`src/design/bhq_pkg.sv`:
```
`default_nettype none
package bhq_pkg;
  localparam logic [1:0] ST_DONE  = 2'd0;
  localparam logic [1:0] ST_EMPTY = 2'd1;
  localparam logic [1:0] ST_FULL  = 2'd2;
  localparam logic ACT_INSERT = 1'b0;
  localparam logic ACT_REMOVE = 1'b1;
  localparam int OUT_KEY_W = 16;
  localparam int OUT_TAG_W = 16;
  localparam int COUNT_W   = 9;

  // controller to datapath
  typedef struct packed {
    logic load;      // capture input word
    logic rd;        // issue read(s) for current step
    logic step;      // evaluate read data, move entry or finish
    logic pop_start; // remove: rearm the pop before the last-entry read
    logic finish;    // publish result
  } bhq_cmd_t;

  // datapath to controller
  typedef struct packed {
    logic done;      // sift terminated
    logic err;       // empty or full
  } bhq_sts_t;
endpackage
`default_nettype wire

```
`src/design/bhq_ctrl.sv`:
```
`default_nettype none
module bhq_ctrl
  import bhq_pkg::*;
(
  input  wire logic     clk,
  input  wire logic     rst,
  input  wire logic     in_valid,
  output logic          in_ready,
  input  wire logic     in_action,
  output logic          out_valid,
  input  wire logic     out_ready,
  output bhq_cmd_t      cmd,
  input  wire bhq_sts_t sts
);
  typedef enum logic [5:0] {
    S_IDLE = 6'b000001,
    S_CHK  = 6'b000010,
    S_POP  = 6'b000100,
    S_RD   = 6'b001000,
    S_EVAL = 6'b010000,
    S_OUT  = 6'b100000
  } state_t;

  state_t state, state_next;
  logic   is_remove;

  always_ff @(posedge clk) begin
    if (rst) begin
      state <= S_IDLE;
      is_remove <= 1'b0;
    end else begin
      state <= state_next;
      if (in_valid && in_ready) is_remove <= in_action;
    end
  end

  assign in_ready  = (state == S_IDLE);
  assign out_valid = (state == S_OUT);

  // sequencer: one memory read then one evaluate per heap level
  always_comb begin
    state_next = state;
    cmd = '0;
    case (state)
      S_IDLE: if (in_valid) begin
        cmd.load = 1'b1;
        state_next = S_CHK;
      end
      S_CHK: begin
        if (sts.err) begin
          cmd.finish = 1'b1;
          state_next = S_OUT;
        end else if (is_remove) begin
          cmd.pop_start = 1'b1;
          state_next = S_POP;
        end else begin
          cmd.rd = 1'b1;
          state_next = S_EVAL;
        end
      end
      S_POP: begin
        cmd.rd = 1'b1;
        state_next = S_EVAL;
      end
      S_RD: begin
        cmd.rd = 1'b1;
        state_next = S_EVAL;
      end
      S_EVAL: begin
        cmd.step = 1'b1;
        if (sts.done) begin
          cmd.finish = 1'b1;
          state_next = S_OUT;
        end else begin
          state_next = S_RD;
        end
      end
      S_OUT: if (out_ready) state_next = S_IDLE;
      default: state_next = S_IDLE;
    endcase
  end
endmodule
`default_nettype wire

```
`config.mk`:
```
export PLATFORM = sky130hd
export DESIGN_NAME = bhq_ctrl
export DESIGN_NICKNAME = d
export VERILOG_FILES = /design/src/design/bhq_pkg.sv /design/src/design/bhq_ctrl.sv
export SDC_FILE = /design/constraint.sdc
export NUM_CORES = 1
export LEC_CHECK = 0
export BUFFER_PORTS_ARGS = -buffer_cell sky130_fd_sc_hd__buf_2
export CAP_MARGIN = 20
export CORE_AREA = 2 2 39 41
export DETAILED_ROUTE_END_ITERATION = 16
export DIE_AREA = 0 0 41 43
export PLACE_DENSITY = 0.64
export SYNTH_ARGS = -nofsm -noshare
export SYNTH_HDL_FRONTEND = slang
export SYNTH_SLANG_ARGS = --single-unit
export TNS_END_PERCENT = 5
```
`constraint.sdc`:
```
create_clock -name clk -period 1.9 [get_ports clk]
set_clock_uncertainty 0.2 [all_clocks]
set_input_delay 0.38 -clock clk [delete_from_list [all_inputs] [get_ports clk]]
set_output_delay 0.38 -clock clk [all_outputs]
set_load 0.03 [all_outputs]
```
-- After elaboration in Yosys (flattened, before gate mapping)
Index checks and enable logic that the tools add are counted.
- output and inout port bits: 7
- flip-flop bits (word level): 7
- input port bits: 7
- logic and storage cells: 31
- reduce and logical (&&, ||, !) cells: 3
- eq/ne operators: 8
- muxes and demuxes: 18
- operators with widths (operator ; number):
    6-bit one-hot mux with 5 select lines ; 1
    6-bit 2-to-1 mux ; 4
    1-bit 2-to-1 mux ; 10
    6-bit by 1-bit equality test with 1-bit output (second input constant) ; 1
    6-bit by 2-bit equality test with 1-bit output (second input constant) ; 1
    6-bit by 3-bit equality test with 1-bit output (second input constant) ; 1
    6-bit by 4-bit equality test with 1-bit output (second input constant) ; 1
    6-bit by 5-bit equality test with 1-bit output (second input constant) ; 1
    6-bit equality test (second input constant) ; 1
    5-bit 2-to-1 mux ; 1
    1-bit one-hot mux with 2 select lines ; 2
    2-bit by 1-bit inequality test with 1-bit output (second input constant) ; 1
    2-bit inequality test (second input constant) ; 1
    2-bit AND reduction ; 1
    2-bit OR reduction ; 1
    1-bit logical AND ; 1

-- Longest topological paths before layout
Gate-level depths: netlist of the first run.
- depth in word-level cells: 3
- gate-level depth with buffers: 4
- depth with buffers taken out: 4

-- Least setup slack after synthesis of the first run
No wires, ideal clock.
- path kind: flip-flop to output port
- start: reg state[2]
- end: out cmd[3] in the netlist's numbering
- path slack: -0.170 ns
- data required time: 1.320 ns
- buffers on the path: 0
- arrival: 1.490 ns
- cell stages (with the launch flop): 5
- cell sequence: dfxtp_1 nand2b_1 o31ai_1 o21ai_0 nor3_1
- RTL lines (what ; line ; text):
    from (decl) ; bhq_ctrl.sv:24 ; state_t state, state_next;
    from (signal assigned) ; bhq_ctrl.sv:32 ; state <= state_next;
    to (decl) ; bhq_ctrl.sv:12 ; output bhq_cmd_t cmd,

-- Final worst setup path of the first run
- start: reg state[1]
- end: out out_valid
- longest elaborated chain between the ends: 1
- RTL lines (what ; line ; text):
    6-bit equality test ; bhq_ctrl.sv:38 ; assign out_valid = (state == S_OUT);
    to (decl) ; bhq_ctrl.sv:10 ; output logic out_valid,
No other way between the ends.

==> results of run 1 <==
## cell type report
class	count	area, µm²
timing repair buffer	26	198.9
inverter	3	11.26
fill	125	669.4
sequential	7	143.9
clock buffer	4	26.28
tap	16	20.02
multi-input combinational	34	314.1
## report_power, final
part           switching, mW  internal, mW
clock network         0.0608        0.0806
logic                 0.0608        0.0573
registers            0.00907         0.154
## path summary, 6_finish.rpt
kind              from         to  slack, ns  depth (start not counted)
max           state[1]  out_valid      -0.13                          5
min                rst   state[1]        0.1                          2
max reg2reg   state[5]   state[3]       0.12                          5
min reg2reg  is_remove  is_remove       0.31                          2
## cell usage after synthesis (all sizes together) (2+ instances only)
cell    count
nor2b       2
nand2b      2
dfxtp       7
inv         3
nand3       2
o21ai       4
and3b       3
nor4        4
nor2        3
## cells by family after synthesis
group                  Yosys count  synth area share
and+or+nand+nor                 23            0.4281
buffers and inverters            3           0.02875
AOI/OAI and AO/OA               11            0.1853
DFF                              7            0.3578
## worst max-delay path, stage by stage, from the launching register on
cell and delay, ns:
dfxtp_2 0.36, buf_4 0.16, nor4_2 0.27, nand3b_1 0.17
inv_1 0.08, buf_4 0.15
## state kept, by name, summed over array words and instances (netlist names)
signal and flops:
is_remove 1, state 6
## per-layer routing
layer  vias up  global-route usage  share of wire
met2        15              0.2375           0.51
met3         4             0.03141          0.036
li1        229                   -              -
met5         -                   0              0
met1       225              0.2258           0.43
met4         0              0.1200          0.023
## per-stage QoR
step / TNS (ns) / total power [mW]
floorplan: 0 / 0.2108
global placement: 0 / 0.2411
detailed placement: 0 / 0.2418
CTS: -0.7620 / 0.4154
global route: -1.005 / 0.4415
finish: -0.6234 / 0.4222
## what timing repair did
item	CTS	global route
gates resized for setup	24	7
endpoints found under the setup margin	7	7
hold buffers	0	0
setup buffers	5	0
endpoints found under the hold margin	0	0
pin swaps	5	3
==> impl_metrics.json, run 1 <==
{
  "synth_top_area_share": 0.3578,
  "ys_seq_elements": 7,
  "clock_path_buffers": 2,
  "cts-buffers-inserted": 3,
  "fmax_mhz": 492.2,
  "synthArstFlopShare": 0,
  "drive_gt1_frac": 0.6216,
  "endpoint_kind": "output port",
  "syn_nets": 51,
  "port_buffers": 13,
  "diodes": 0,
  "grt_pass1_wl_um": 1973,
  "route.detailed.drc": 0,
  "yosys.cell_types.count": 27,
  "seq_area_frac_synth": 0.3578,
  "fin_util": 0.5163,
  "num_vias": 473,
  "ir_worst_vdd_uv": 316.5,
  "crit_type": "reg2out",
  "cts_tree": "done",
  "period_share": 1.069,
  "grt_setup_unrepaired": "yes",
  "initial_utilization": 0.2830,
  "fp.dieH_um": 43,
  "post_drt_wl_per_cell_um": 15.01,
  "antenna_found_initial": 0,
  "hold_ws_ns": 0.09950,
  "dieArea_mm2": 0.001763,
  "leakage_nw": 0.3209,
  "grt_usage": 0.1709,
  "syn_avg_cell_area_um2": 8.901,
  "nNetsFinal": 82,
  "ios": 14,
  "ys_warn_count": 0,
  "hold_viol_final": 0,
  "violations": "negative setup slack",
  "synth_edf_count": 0,
  "syn_area_um2": 391.6,
  "place_hpwl_um": 836.1,
  "dp.cells": 81,
  "worstSkewPairLatency_ns": 0.26,
  "htree_levels": 1,
  "status": "complete, but fails checks",
  "placed_cell_area_um2": 541.8,
  "grt_overflow_total": 0,
  "setup_violations": 7,
  "antenna_left": 0,
  "synthFlopType": "dfxtp_1",
  "row_count": 14,
  "drt_iter0_markers": 7,
  "final_common_cell": "buf_4",
  "detail_route.vias_per_cell": 5.256,
  "routabilityCongestion": 0.7731,
  "slew_headroom": 0.7348,
  "worst_slew_pin_slew_ns": 0.3959,
  "pwr_density_cell_mw_per_mm2": 591.0,
  "fp.dieW_um": 41,
  "cap_violations": 0,
  "grt_start_max_net_pins": 7,
  "fin_ws_ns": -0.1317,
  "synthTopCellsByArea": "dfxtp_1 (36%), nor4_4 (5.4%), and3b_1 (4.5%)",
  "wirelength_um": 1351,
  "cts_num_sinks": 7,
  "path_max_fanout": 4,
  "required_ns": 1.32,
  "cts_root_buf": "clkbuf_4",
  "arrival_ns": 1.45,
  "post-place-ws_ns": 0.02940,
  "fin_cells": 90,
  "slew_violations": 0,
  "synthToLayoutAreaGrowth_pct": 82.43,
  "synth_top_area_cell": "dfxtp_1",
  "grt_pass1_vias": 434,
  "core_mm2": 0.001384,
  "layout_common_cells": "buf_4 (15), buf_2 (6), buf_6 (5), dfxtp_1 (4)",
  "clk_pin_slew_worst_paths_ns": 0.06,
  "hp-class": "in2reg",
  "startpoint_type": "flip-flop",
  "syn_inst": 44,
  "first_pass_iters": 5,
  "finalInstanceArea_um2": 714.4,
  "fin_crit_ns": 2.032
}
Power figures use the tool's default switching activity.
==> inputs of run 2 (changes only) <==
- BUFFER_PORTS_ARGS: -buffer_cell sky130_fd_sc_hd__buf_2 -> not set
- DONT_BUFFER_PORTS: not set -> 1
- PLACE_DENSITY: 0.64 -> 0.55
- TNS_END_PERCENT: 5 -> 100
==> run 2 against run 1 <==
  * The run still ends with negative setup slack left
  * Fmax increased by 2.9%
  * First-iteration DRC count is 71% lower
  * Combinational power is 12% lower
  * Global-route usage shrank 2.1 points
  * Die area is the same
  * Sequential share of layout area is 2.4 points higher
  * Routed wire length is 11% lower
  * Cell count is 11% lower
  * Setup slack improved by 0.057 ns
  * Worst hold slack lost 0.025 ns
==> impl_metrics.json, run 2 (synthesis gave the netlist of run 1 again) <==
{
  "crit_type": "reg2out",
  "cts-buffers-inserted": 3,
  "grt_pass1_vias": 404,
  "endpoint_kind": "output port",
  "violations": "negative setup slack",
  "port_buffers": 0,
  "fmax_mhz": 506.4,
  "cts_root_buf": "clkbuf_4",
  "setup_violations": 3,
  "row_count": 14,
  "clk_pin_slew_worst_paths_ns": 0.05,
  "nNetsFinal": 72,
  "cp_slowest_cell": "dfxtp_4",
  "crit_buf_inv": 2,
  "leakage_nw": 0.2717,
  "fin_crit_ns": 1.975,
  "path_max_fanout": 3,
  "synthToLayoutAreaGrowth_pct": 75.72,
  "core_mm2": 0.001384,
  "worstSkewPairLatency_ns": 0.25,
  "initial_utilization": 0.2830,
  "slew_headroom": 0.7377,
  "finalInstanceArea_um2": 688.2,
  "grt_start_max_net_pins": 7,
  "antenna_left": 0,
  "diodes": 0,
  "grt_overflow_total": 0,
  "layout_common_cells": "buf_4 (8), buf_6 (6)",
  "largest_register_ffs": 6,
  "antenna_found_initial": 0,
  "crit_top_cell": "buf_6",
  "largest-register": "state",
  "hp-class": "in2reg",
  "placed_cell_area_um2": 454.2,
  "route.detailed.drc": 0,
  "ir_worst_vdd_uv": 308.3,
  "reg_top3": "state (6), is_remove (1)",
  "fin_ws_ns": -0.07491,
  "post_drt_wl_per_cell_um": 15.01,
  "ios": 14,
  "dieArea_mm2": 0.001763,
  "critPathTopFamily": "simple AND/OR/NAND/NOR gates",
  "final_common_cell": "buf_4",
  "cp_cell_sequence": "buf_6, nor4_4, and3b_1, buf_6",
  "detail_route.vias_per_cell": 5.388,
  "wirelength_um": 1201,
  "pwr_density_cell_mw_per_mm2": 581.7,
  "clock_path_buffers": 2,
  "num_vias": 431,
  "grt_pass1_wl_um": 1759,
  "slew_violations": 0,
  "drive_gt1_frac": 0.5938,
  "cts_num_sinks": 7,
  "grt_usage": 0.1501,
  "hold_ws_ns": 0.07405,
  "fp.dieW_um": 41,
  "max_stage_delay_ns": 0.35,
  "first_pass_iters": 7,
  "arrival_ns": 1.39,
  "worst_slew_pin_slew_ns": 0.3916,
  "cts_tree": "done",
  "fp.dieH_um": 43,
  "startpoint_type": "flip-flop",
  "post-place-ws_ns": 0.09067,
  "cap_violations": 0,
  "required_ns": 1.32,
  "hold_viol_final": 0,
  "htree_levels": 1,
  "period_share": 1.039,
  "grt_setup_unrepaired": "yes",
  "drt_iter0_markers": 2,
  "place_hpwl_um": 712.9,
  "status": "complete, but fails checks",
  "total_power_mw": 0.4003,
  "routabilityCongestion": 0.7531
}
[run 2: stage by stage]
step | TNS (ns) | cells | util
final | -0.1452 | 80 | 0.4973
after global routing | -0.4975 | 80 | 0.4973
after CTS | -0.3411 | 76 | 0.4286
after detailed placement | 0 | 65 | 0.3282
after global placement | 0 | 65 | 0.3282
after floorplan | 0 | 44 | -
[run 2: final cells by class]
cell class                 instances  area, µm²
timing repair buffer              16      147.6
clock buffer                       4      26.28
fill                             125      695.7
inverter                           3      16.27
tap                               16      20.02
multi-input combinational         34      322.8
sequential                         7      155.1
[run 2: repair_timing]
action	4_1_cts	5_1_grt
endpoints found under the setup margin	6	7
gates resized for setup	20	15
pin swaps	6	5
hold endpoints to repair	3	0
setup buffers	5	4
hold buffers	2	0
[run 2: worst paths after layout]
| path | slack [ns] | end | startpoint | cells after the start |
|---|---|---|---|---|
| max | -0.07 | cmd[1] | state[3] | 4 |
| min | 0.07 | is_remove | in_action | 2 |
| max reg2reg | 0.23 | state[3] | state[2] | 6 |
| min reg2reg | 0.32 | is_remove | is_remove | 2 |
[run 2: routing by layer]
metal  part of all wire  wire (µm)  global-route usage
met5                  0          0                   0
met4              0.018         22             0.08000
met3              0.057         69             0.02618
met2               0.55        665              0.2531
met1               0.37        443              0.1656
[run 2: report_power, final]
| part | switching, mW | total (mW) | internal (mW) |
|---|---|---|---|
| logic | 0.0557 | 0.104 | 0.0482 |
| registers | 0.00981 | 0.161 | 0.151 |
| clock network | 0.0555 | 0.136 | 0.0802 |
==> inputs of run 3 (changes only) <==
- CELL_PAD_IN_SITES_DETAIL_PLACEMENT: not set -> 0
- CELL_PAD_IN_SITES_GLOBAL_PLACEMENT: not set -> 1
- PLACE_DENSITY: 0.55 -> 0.67
==> run 3 against run 2 <==
  * The flow still finishes with violations (negative setup slack)
  * Non-clock buffer count down 2
  * Cell area down 7.8%
  * Global-route usage down 0.50 points
  * Cell count down 2.5%
  * Sequential cell count unchanged
  * Sequential share of layout area up 1.3 points
  * Register-to-register slack better by 0.05 ns
  * Via count down 4.9%
  * Sequential power about the same
==> impl_metrics.json, run 3 (synthesis gave the netlist of run 1 again) <==
{
  "antenna_left": 0,
  "dp.cells": 65,
  "required_ns": 1.32,
  "intPower_mw": 0.2730,
  "drive_gt1_frac": 0.5323,
  "crit_type": "reg2out",
  "clock_path_buffers": 2,
  "fin_cells": 78,
  "startpoint_type": "flip-flop",
  "ir_worst_vdd_uv": 384.5,
  "port_buffers": 0,
  "r2r_end": "state[4]",
  "critPathTopFamily": "simple AND/OR/NAND/NOR gates",
  "core_mm2": 0.001384,
  "detail_route.vias_per_cell": 5.256,
  "rrSetupSlack_ns": 0.28,
  "status": "complete, but fails checks",
  "hp-class": "in2reg",
  "clock_power_share": 0.358,
  "clk_pin_slew_worst_paths_ns": 0.05,
  "nNetsFinal": 70,
  "slew_headroom": 0.7591,
  "place_hpwl_um": 710.7,
  "synthToLayoutAreaGrowth_pct": 61.98,
  "layout_common_cells": "buf_4 (10), nor2_1 (3), clkbuf_4 (3), dfxtp_2 (3)",
  "cts-buffers-inserted": 3,
  "htree_levels": 1,
  "crit_buf_inv": 0,
  "ios": 14,
  "cts_root_buf": "clkbuf_4",
  "grt_overflow_total": 0,
  "row_count": 14,
  "grt_setup_unrepaired": "yes",
  "largest_register_ffs": 6,
  "reg_top3": "state (6), is_remove (1)",
  "pwr_density_cell_mw_per_mm2": 620.4,
  "route.detailed.drc": 0,
  "slew_violations": 0,
  "pwr-share-seq": 0.409,
  "switching_share": 0.3064,
  "arrival_ns": 1.39,
  "path_max_fanout": 4,
  "cp_cell_sequence": "nor4_4, and3b_4, a22o_4",
  "fmax_mhz": 508.2,
  "fp.dieH_um": 43,
  "post_drt_wl_per_cell_um": 13.71,
  "largest-register": "state",
  "dieArea_mm2": 0.001763,
  "diodes": 0,
  "cts_num_sinks": 7,
  "violations": "negative setup slack",
  "grt_pass1_vias": 398,
  "cp_slowest_cell": "dfxtp_4",
  "period_share": 1.036,
  "initial_utilization": 0.2830,
  "max_stage_delay_ns": 0.35,
  "path_depth": 3,
  "cts_tree": "done",
  "grt_pass1_wl_um": 1683,
  "worst_slew_pin_slew_ns": 0.3608,
  "r2r_cells": 4,
  "first_pass_iters": 4,
  "crit_path_end": "cmd[0]",
  "total_power_mw": 0.3935,
  "fin_crit_ns": 1.968,
  "final_common_cell": "buf_4",
  "worstSkewPairLatency_ns": 0.26,
  "r2r-start": "state[3]",
  "wirelength_um": 1069,
  "cap_violations": 0,
  "leakage_nw": 0.2538,
  "p_switching_mw": 0.1206,
  "routabilityCongestion": 0.7367,
  "setup_violations": 6,
  "grt_start_max_net_pins": 8,
  "hold_viol_final": 0,
  "grt_usage": 0.1450,
  "crit_path_start": "state[5]",
  "antenna_found_initial": 0,
  "combPwrFrac": 0.233,
  "fp.dieW_um": 41,
  "endpoint_kind": "output port",
  "num_vias": 410,
  "fin_ws_ns": -0.06755,
  "drt_iter0_markers": 8
}
-- run 3: cell types whose count changed in the layout (fill, tap and decap cells not counted) --
cell and delta:
buf_6 -4, and2_2 +1, dfxtp_1 +1, dfxtp_4 -1, o21ai_2 -1, nor4_4 -1
buf_4 +2, and2_4 -1, nor4_1 +1, o21ai_1 +1
-- run 3: how the worst min path moves through the flow --
| stage | startpoint | endpoint | cells past startpoint |
|---|---|---|---|
| after floorplan | is_remove | is_remove | 2 |
| after global placement | rst | is_remove | 1 |
| after detailed placement | rst | is_remove | 1 |
| after CTS | in_action | is_remove | 2 |
| after global routing | in_action | is_remove | 2 |
| final | in_action | is_remove | 2 |
-- run 3: per-layer routing --
| metal | track usage | wire length [µm] | share of wire |
|---|---|---|---|
| met1 | 0.1656 | 465 | 0.43 |
| met2 | 0.2219 | 540 | 0.51 |
| met3 | 0.05236 | 37 | 0.035 |
| met4 | 0.08000 | 26 | 0.024 |
| met5 | 0 | 0 | 0 |
-- run 3: power groups by stage --
stage	clock network (mW)	registers [mW]	logic (mW)
finish	0.141	0.161	0.0917
global placement	0	0.164	0.0604
global route	0.151	0.162	0.100
CTS	0.142	0.162	0.0750
floorplan	0	0.162	0.0490
detailed placement	0	0.164	0.0609
-- run 3: cell type report --
type	count	area (µm²)
repair buffers	14	117.6
well taps	16	20.02
flip-flops and latches	7	151.4
fillers	124	749.5
multi-input cells	34	302.8
inverters	3	16.27
clock buffers	4	26.28
-- run 3: per-stage QoR --
step,hold WS (ns),utilization,TNS [ns],area [µm²],setup slack (ns)
2_1_floorplan,0.2389,-,0,396.6,0.05411
3_3_place_gp,0.2512,0.3282,0,454.2,0.03007
3_5_place_dp,0.2510,0.3282,0,454.2,0.07676
4_1_cts,0.06610,0.4186,-0.2356,579.3,-0.09560
5_1_grt,0.09312,0.4584,-0.5800,634.4,-0.1241
6_report,0.06432,0.4584,-0.1500,634.4,-0.06755
-- run 3: what timing repair did --
action,CTS,global route
endpoints found under the hold margin,3,0
resized for setup,17,8
pin swaps,5,4
hold buffers,2,0
setup buffers,4,3
setup endpoints to repair,6,7
